==> src/design/mca_pkg.sv <==
// ----------------------------------------------------------------------------
// mca_pkg: shared types and constants of the minimum-cost arborescence unit
// Widths, sentinels, register indexes, datapath operations and status bundle.
// ----------------------------------------------------------------------------
`default_nettype none
package mca_pkg;

	localparam int MAX_NODES   = 1024;
	localparam int MAX_EDGES   = 16384;
	localparam int WEIGHT_BITS = 16;

	localparam int NODE_BITS   = $clog2(MAX_NODES);
	localparam int NCNT_BITS   = NODE_BITS + 1;
	localparam int LABEL_BITS  = NODE_BITS + 1;
	localparam int EADDR_BITS  = $clog2(MAX_EDGES);
	localparam int ECNT_BITS   = EADDR_BITS + 1;
	localparam int COST_BITS   = WEIGHT_BITS + 1;
	localparam int EDGE_BITS   = 2 * NODE_BITS + WEIGHT_BITS;
	localparam int TOTAL_BITS  = 26;

	// Stream field layout (fixed by the field widths of the interface).
	localparam int IN_NODE_BITS   = 10;
	localparam int IN_WEIGHT_BITS = 16;
	localparam int S_TDATA_BITS   = 40;
	localparam int M_TDATA_BITS   = 32;
	localparam int CFG_INDEX_BITS = 8;
	localparam int CFG_DATA_BITS  = 11;
	localparam int CFG_COUNT_BITS = 11;
	localparam int CFG_ROOT_BITS  = 10;

	localparam logic [COST_BITS-1:0]  NO_EDGE     = COST_BITS'(1) << WEIGHT_BITS;
	localparam logic [LABEL_BITS-1:0] UNSET_LABEL = '1;
	localparam logic [TOTAL_BITS-1:0] TOTAL_MAX   = '1;

	localparam logic [CFG_INDEX_BITS-1:0] CFG_NODE_COUNT = 8'd0;
	localparam logic [CFG_INDEX_BITS-1:0] CFG_ROOT_NODE  = 8'd1;

	typedef enum logic [4:0] {
		OP_NONE, OP_LOAD, OP_INIT, OP_SAN_RD, OP_SAN_WR, OP_CLR,
		OP_SEL_RD, OP_SEL_NODE, OP_SEL_UPD, OP_ROOT, OP_CHK_RD, OP_CHK_EV,
		OP_WALK_START, OP_WALK_RD, OP_WALK_EV, OP_MARK_RD, OP_MARK_EV, OP_NEXT_I,
		OP_REST_RD, OP_REST_EV, OP_RL_RD, OP_RL_LU, OP_RL_LV, OP_RL_WR,
		OP_RT_RD, OP_RT_EV, OP_FIN_OK, OP_FIN_FAIL
	} op_t;

	typedef enum logic [4:0] {
		ST_IDLE, ST_INIT, ST_SAN_RD, ST_SAN_WR, ST_CLR,
		ST_SEL_RD, ST_SEL_NODE, ST_SEL_UPD, ST_ROOT, ST_CHK_RD, ST_CHK_EV,
		ST_WALK_START, ST_WALK_RD, ST_WALK_EV, ST_MARK_RD, ST_MARK_EV, ST_NEXT_I,
		ST_REST_RD, ST_REST_EV, ST_RL_RD, ST_RL_LU, ST_RL_LV, ST_RL_WR,
		ST_RT_RD, ST_RT_EV, ST_FIN_OK, ST_FIN_FAIL
	} state_t;

	typedef struct packed {
		op_t op;
	} cmd_t;

	typedef struct packed {
		logic e_done;
		logic i_done;
		logic root_bad;
		logic no_edge;
		logic walk_go;
		logic mark_start;
		logic mark_go;
		logic k_zero;
		logic res_busy;
	} stat_t;

endpackage
`default_nettype wire

==> src/design/mca_ctrl.sv <==
// ----------------------------------------------------------------------------
// mca_ctrl: sequencer of the contraction passes
// Steps the datapath through load, selection, cycle search and relabeling.
// ----------------------------------------------------------------------------
`default_nettype none
module mca_ctrl (
	input  wire logic           clk,
	input  wire logic           arst_n,
	input  wire logic           s_tvalid,
	input  wire logic           s_tlast,
	output logic                s_tready,
	input  wire mca_pkg::stat_t stat,
	output mca_pkg::cmd_t       cmd
);

	mca_pkg::state_t state_q, state_d;

	always_ff @(posedge clk or negedge arst_n) begin
		if (!arst_n) begin
			state_q <= mca_pkg::ST_IDLE;
		end else begin
			state_q <= state_d;
		end
	end

	always_comb begin
		state_d  = state_q;
		cmd.op   = mca_pkg::OP_NONE;
		s_tready = 1'b0;
		case (state_q)
			mca_pkg::ST_IDLE: begin
				s_tready = 1'b1;
				if (s_tvalid) begin
					cmd.op = mca_pkg::OP_LOAD;
					if (s_tlast) state_d = mca_pkg::ST_INIT;
				end
			end
			mca_pkg::ST_INIT: begin
				cmd.op  = mca_pkg::OP_INIT;
				state_d = stat.root_bad ? mca_pkg::ST_FIN_FAIL : mca_pkg::ST_SAN_RD;
			end
			mca_pkg::ST_SAN_RD: begin
				cmd.op  = mca_pkg::OP_SAN_RD;
				state_d = stat.e_done ? mca_pkg::ST_CLR : mca_pkg::ST_SAN_WR;
			end
			mca_pkg::ST_SAN_WR: begin
				cmd.op  = mca_pkg::OP_SAN_WR;
				state_d = mca_pkg::ST_SAN_RD;
			end
			mca_pkg::ST_CLR: begin
				cmd.op = mca_pkg::OP_CLR;
				if (stat.i_done) state_d = mca_pkg::ST_SEL_RD;
			end
			mca_pkg::ST_SEL_RD: begin
				cmd.op  = mca_pkg::OP_SEL_RD;
				state_d = stat.e_done ? mca_pkg::ST_ROOT : mca_pkg::ST_SEL_NODE;
			end
			mca_pkg::ST_SEL_NODE: begin
				cmd.op  = mca_pkg::OP_SEL_NODE;
				state_d = mca_pkg::ST_SEL_UPD;
			end
			mca_pkg::ST_SEL_UPD: begin
				cmd.op  = mca_pkg::OP_SEL_UPD;
				state_d = mca_pkg::ST_SEL_RD;
			end
			mca_pkg::ST_ROOT: begin
				cmd.op  = mca_pkg::OP_ROOT;
				state_d = mca_pkg::ST_CHK_RD;
			end
			mca_pkg::ST_CHK_RD: begin
				cmd.op  = mca_pkg::OP_CHK_RD;
				state_d = stat.i_done ? mca_pkg::ST_WALK_START : mca_pkg::ST_CHK_EV;
			end
			mca_pkg::ST_CHK_EV: begin
				cmd.op  = mca_pkg::OP_CHK_EV;
				state_d = stat.no_edge ? mca_pkg::ST_FIN_FAIL : mca_pkg::ST_CHK_RD;
			end
			mca_pkg::ST_WALK_START: begin
				cmd.op = mca_pkg::OP_WALK_START;
				if (!stat.i_done) state_d = mca_pkg::ST_WALK_RD;
				else if (stat.k_zero) state_d = mca_pkg::ST_FIN_OK;
				else state_d = mca_pkg::ST_REST_RD;
			end
			mca_pkg::ST_WALK_RD: begin
				cmd.op  = mca_pkg::OP_WALK_RD;
				state_d = mca_pkg::ST_WALK_EV;
			end
			mca_pkg::ST_WALK_EV: begin
				cmd.op = mca_pkg::OP_WALK_EV;
				if (stat.walk_go) state_d = mca_pkg::ST_WALK_RD;
				else if (stat.mark_start) state_d = mca_pkg::ST_MARK_RD;
				else state_d = mca_pkg::ST_NEXT_I;
			end
			mca_pkg::ST_MARK_RD: begin
				cmd.op  = mca_pkg::OP_MARK_RD;
				state_d = mca_pkg::ST_MARK_EV;
			end
			mca_pkg::ST_MARK_EV: begin
				cmd.op  = mca_pkg::OP_MARK_EV;
				state_d = stat.mark_go ? mca_pkg::ST_MARK_RD : mca_pkg::ST_NEXT_I;
			end
			mca_pkg::ST_NEXT_I: begin
				cmd.op  = mca_pkg::OP_NEXT_I;
				state_d = mca_pkg::ST_WALK_START;
			end
			mca_pkg::ST_REST_RD: begin
				cmd.op  = mca_pkg::OP_REST_RD;
				state_d = stat.i_done ? mca_pkg::ST_RL_RD : mca_pkg::ST_REST_EV;
			end
			mca_pkg::ST_REST_EV: begin
				cmd.op  = mca_pkg::OP_REST_EV;
				state_d = mca_pkg::ST_REST_RD;
			end
			mca_pkg::ST_RL_RD: begin
				cmd.op  = mca_pkg::OP_RL_RD;
				state_d = stat.e_done ? mca_pkg::ST_RT_RD : mca_pkg::ST_RL_LU;
			end
			mca_pkg::ST_RL_LU: begin
				cmd.op  = mca_pkg::OP_RL_LU;
				state_d = mca_pkg::ST_RL_LV;
			end
			mca_pkg::ST_RL_LV: begin
				cmd.op  = mca_pkg::OP_RL_LV;
				state_d = mca_pkg::ST_RL_WR;
			end
			mca_pkg::ST_RL_WR: begin
				cmd.op  = mca_pkg::OP_RL_WR;
				state_d = mca_pkg::ST_RL_RD;
			end
			mca_pkg::ST_RT_RD: begin
				cmd.op  = mca_pkg::OP_RT_RD;
				state_d = mca_pkg::ST_RT_EV;
			end
			mca_pkg::ST_RT_EV: begin
				cmd.op  = mca_pkg::OP_RT_EV;
				state_d = mca_pkg::ST_CLR;
			end
			mca_pkg::ST_FIN_OK: begin
				if (!stat.res_busy) begin
					cmd.op  = mca_pkg::OP_FIN_OK;
					state_d = mca_pkg::ST_IDLE;
				end
			end
			mca_pkg::ST_FIN_FAIL: begin
				if (!stat.res_busy) begin
					cmd.op  = mca_pkg::OP_FIN_FAIL;
					state_d = mca_pkg::ST_IDLE;
				end
			end
			default: begin
				state_d = mca_pkg::ST_IDLE;
			end
		endcase
	end

endmodule
`default_nettype wire

==> config.mk <==
export PLATFORM = sky130hd
export DESIGN_NAME = mca_ctrl
export DESIGN_NICKNAME = d
export VERILOG_FILES = /design/src/design/mca_pkg.sv /design/src/design/mca_ctrl.sv
export SDC_FILE = /design/constraint.sdc
export NUM_CORES = 1
export LEC_CHECK = 0
export BUFFER_PORTS_ARGS = -buffer_cell sky130_fd_sc_hd__buf_2
export CORE_MARGIN = 1.5
export CORE_UTILIZATION = 53
export CTS_CLUSTER_DIAMETER = 120
export CTS_CLUSTER_SIZE = 30
export DETAILED_ROUTE_END_ITERATION = 10
export PLACE_DENSITY = 0.79
export SYNTH_ARGS = -nofsm -noshare
export SYNTH_HDL_FRONTEND = slang
export SYNTH_SLANG_ARGS = --single-unit
==> constraint.sdc <==
create_clock -name clk -period 1.8 [get_ports clk]
set_clock_uncertainty 0.05 [all_clocks]
set_input_delay 0.27 -clock clk [delete_from_list [all_inputs] [get_ports clk]]
set_output_delay 0.27 -clock clk [all_outputs]
set_load 0.01 [all_outputs]
==> results.cfg <==
[setup_path]
crit_slowest_cell = dfrtp_2
crit_type = register to output port
critPathLaunch = state_q[2]$_DFFE_PN0P_
path_cells = or3_4 > o32ai_2 > nor2_1 > buf_2
start_kind = register
end_kind = output port
crit_required_ps = 1480
r2r-start = state_q[2]$_DFFE_PN0P_
arrival_ps = 1510
worstPathMaxFanout = 7
crit_family = simple AND/OR/NAND/NOR gates
cp.buffers_inverters = 1
critical-path-max-stage-delay_ps = 440

[power]
power_w = 0.002264
p_leak_nw = 0.4832
power_density_nw_per_um2 = 2111
irDropWorstVdd_mv = 1.046

[cells_and_area]
fin_area_um2 = 1072
insertedDiodeCount = 0
post-route-util_pct = 78.48
largest_register = state_q
layout-drive-gt1-share_pct = 41.84
largest_register_ffs = 5
most-common-layout-cells = buf_4 (21), buf_2 (18), nand2_1 (10), o21ai_0 (6)
fill_cells = 101
nets = 155
areaGrowthSynthToFinish_pct = 31.24
reg.largest.list = state_q: 5 flops
final_common_cell = buf_4

[global_routing]
antenna_found_initial = 0
grt_pass1_vias = 986
grt_max_degree = 14
overflow = 0
grt_first_pass_wirelength_um = 4664
grt_use_total_pct = 33.69

[placed_design]
place_congestion = 0.9215
io_buffers = 18
dpl-instance-area_um2 = 927.1
dp_hpwl_um = 1784

[routing]
wl_per_cell_um = 18.51
via_count = 1053
drtIter0Drc = 54
dr.pass1.iters = 4
drc = 0
drt-total-wl_um = 2887
ant_nets = 0
avgViaCountPerCell = 6.750

[floorplan]
die_w_um = 42.26
start_util_pct = 59.80
die_h_um = 42.26
row_count = 13
io_pins = 19
fp.coreArea_um2 = 1366
die_area_um2 = 1786

[cts]
cts.sinks = 5
clk-insertion-delay-late_ps = 250
path_clk_slew_ps = 50
cts-root-buf = clkbuf_4
cts_max_path_buffers = 2
numCtsBuffers = 3
cts_tree = built
htree_levels = 1

[synthesis]
async_reset_ff_share_pct = 100.0
ys_ff_latch = 5
yosysWarnings = 0
ys_types = 50
synth_fp_nets = 120
yosys.area_share.simple_pct = 30.93
synth_top_family_by_area = compound AO/OA/AOI/OAI gates
synthXorXnorAreaFrac_pct = 2.144
ys_seq_area_share_pct = 15.31
synth_mux_area_share_pct = 1.225
synth_compound_area_share_pct = 36.91
avgSynthCellArea_um2 = 7.636
synth_edf_count = 0
syn-cell-area_um2 = 817.0
synthCells = 107
ys.flop_type = dfrtp_1
synth_fa_ha_area_share_pct = 1.225

[timing]
min_period_ps = 1830
final-hold-violation-count = 0
slew_headroom_pct = 75.82
fmax_mhz = 546.6
grt_setup_unrepaired = true
setup_viol = 1
final_max_slew_viol_count = 0
timing.final.crit_share_pct = 101.6
setup_ws_ps = -29.55
worst_pin_slew_ps = 360.7

[worst_hold_path]
hold_class = primary input to register
min_from = stat[6]

[status]
violations = negative setup slack
status = finished, violations left

[run]
drv_cap = 0
==> path summary, 6_finish.rpt <==
check	endpoint	slack, ps	cells past startpoint
min	state_q[4]$_DFFE_PN0P_	250	3
min in group asynchronous	state_q[2]$_DFFE_PN0P_	320	2
max in group asynchronous	state_q[0]$_DFFE_PN0P_	1220	2
max	cmd[0]	-30	4
min reg2reg	state_q[2]$_DFFE_PN0P_	810	3
max reg2reg	state_q[2]$_DFFE_PN0P_	50	6
==> worst register-to-register path, stage by stage (launching register included) <==
cell	delay (ps)
dfrtp_2	440
buf_4	150
buf_4	170
or2b_1	170
o21ai_0	110
a221oi_1	340
o221ai_1	170
==> cell families after synthesis <==
logic type | Yosys count
compound gates | 41
simple gates | 43
buf+inv | 14
fa+ha+maj | 1
flops | 5
mux | 1
xor+xnor | 2
==> layer usage <==
layer | up-vias | GRT usage [%] | routed length, µm | share of wire, %
li1 | 482 | - | - | -
met1 | 489 | 45.99 | 1197 | 41
met2 | 68 | 50.15 | 1377 | 48
met3 | 14 | 4.310 | 225 | 7.8
met4 | 0 | 19.38 | 87 | 3.0
met5 | - | 0 | 0 | 0
==> cell usage after synthesis, types with 2 or more instances <==
| master | count | share of area, % |
|---|---|---|
| inv_1 | 2 | 0.92 |
| nand3_1 | 2 | 1.2 |
| nor2b_1 | 4 | 3.1 |
| nor3b_1 | 2 | 1.8 |
| or2_2 | 2 | 1.5 |
| o21ai_0 | 9 | 5.5 |
| buf_6 | 3 | 4.1 |
| nand3b_1 | 3 | 2.8 |
| nand2_1 | 10 | 4.6 |
| xnor2_1 | 2 | 2.1 |
| buf_2 | 2 | 1.2 |
| o211a_1 | 2 | 2.5 |
| a21oi_1 | 4 | 2.5 |
| nor2_1 | 4 | 1.8 |
| nand2b_1 | 2 | 1.5 |
| buf_4 | 6 | 5.5 |
| dfrtp_1 | 5 | 15 |
| nor3_1 | 4 | 2.5 |
| a31oi_1 | 4 | 3.1 |
| o21a_1 | 2 | 1.8 |
| and2b_1 | 2 | 1.8 |
| o221ai_1 | 2 | 2.1 |
| a22o_1 | 2 | 2.1 |
==> per-stage QoR <==
step / hold WS (ps) / TNS, ps / std cells / worst slack, ps
after floorplan: -75.59 / 0 / 107 / 228.1
final: 245.7 / -29.55 / 156 / -29.55
after CTS: 252.3 / -3.251 / 153 / -3.251
after global routing: 254.6 / -178.1 / 156 / -81.13
after global placement: 41.79 / 0 / 141 / 159.4
after detailed placement: 43.52 / 0 / 141 / 144.6
==> area by class of cell <==
cell class                 instances  area [µm²]  share of cell area [%]
timing repair buffer              41       269.0                   25.09
sequential                         5       130.1                   12.14
clock buffer                       4       26.28                   2.450
tap                               15       18.77                   1.750
inverter                           3       11.26                   1.050
multi-input combinational         88       616.8                   57.53
==> report_power, final <==
part | switching [W] | internal (W)
Clock | 0.0000561 | 0.0000845
Sequential | 0.0000874 | 0.000184
Combinational | 0.000979 | 0.000873
Total | 0.00112 | 0.00114
==> repair_timing <==
action | CTS | global route
setup buffers | 7 | 3
gates resized for setup | 7 | 6
pin swaps | 0 | 1
endpoints found under the hold margin | 5 | 0
hold buffers | 1 | 0
endpoints found under the setup margin | 3 | 6
Power figures use the tool's default switching activity.
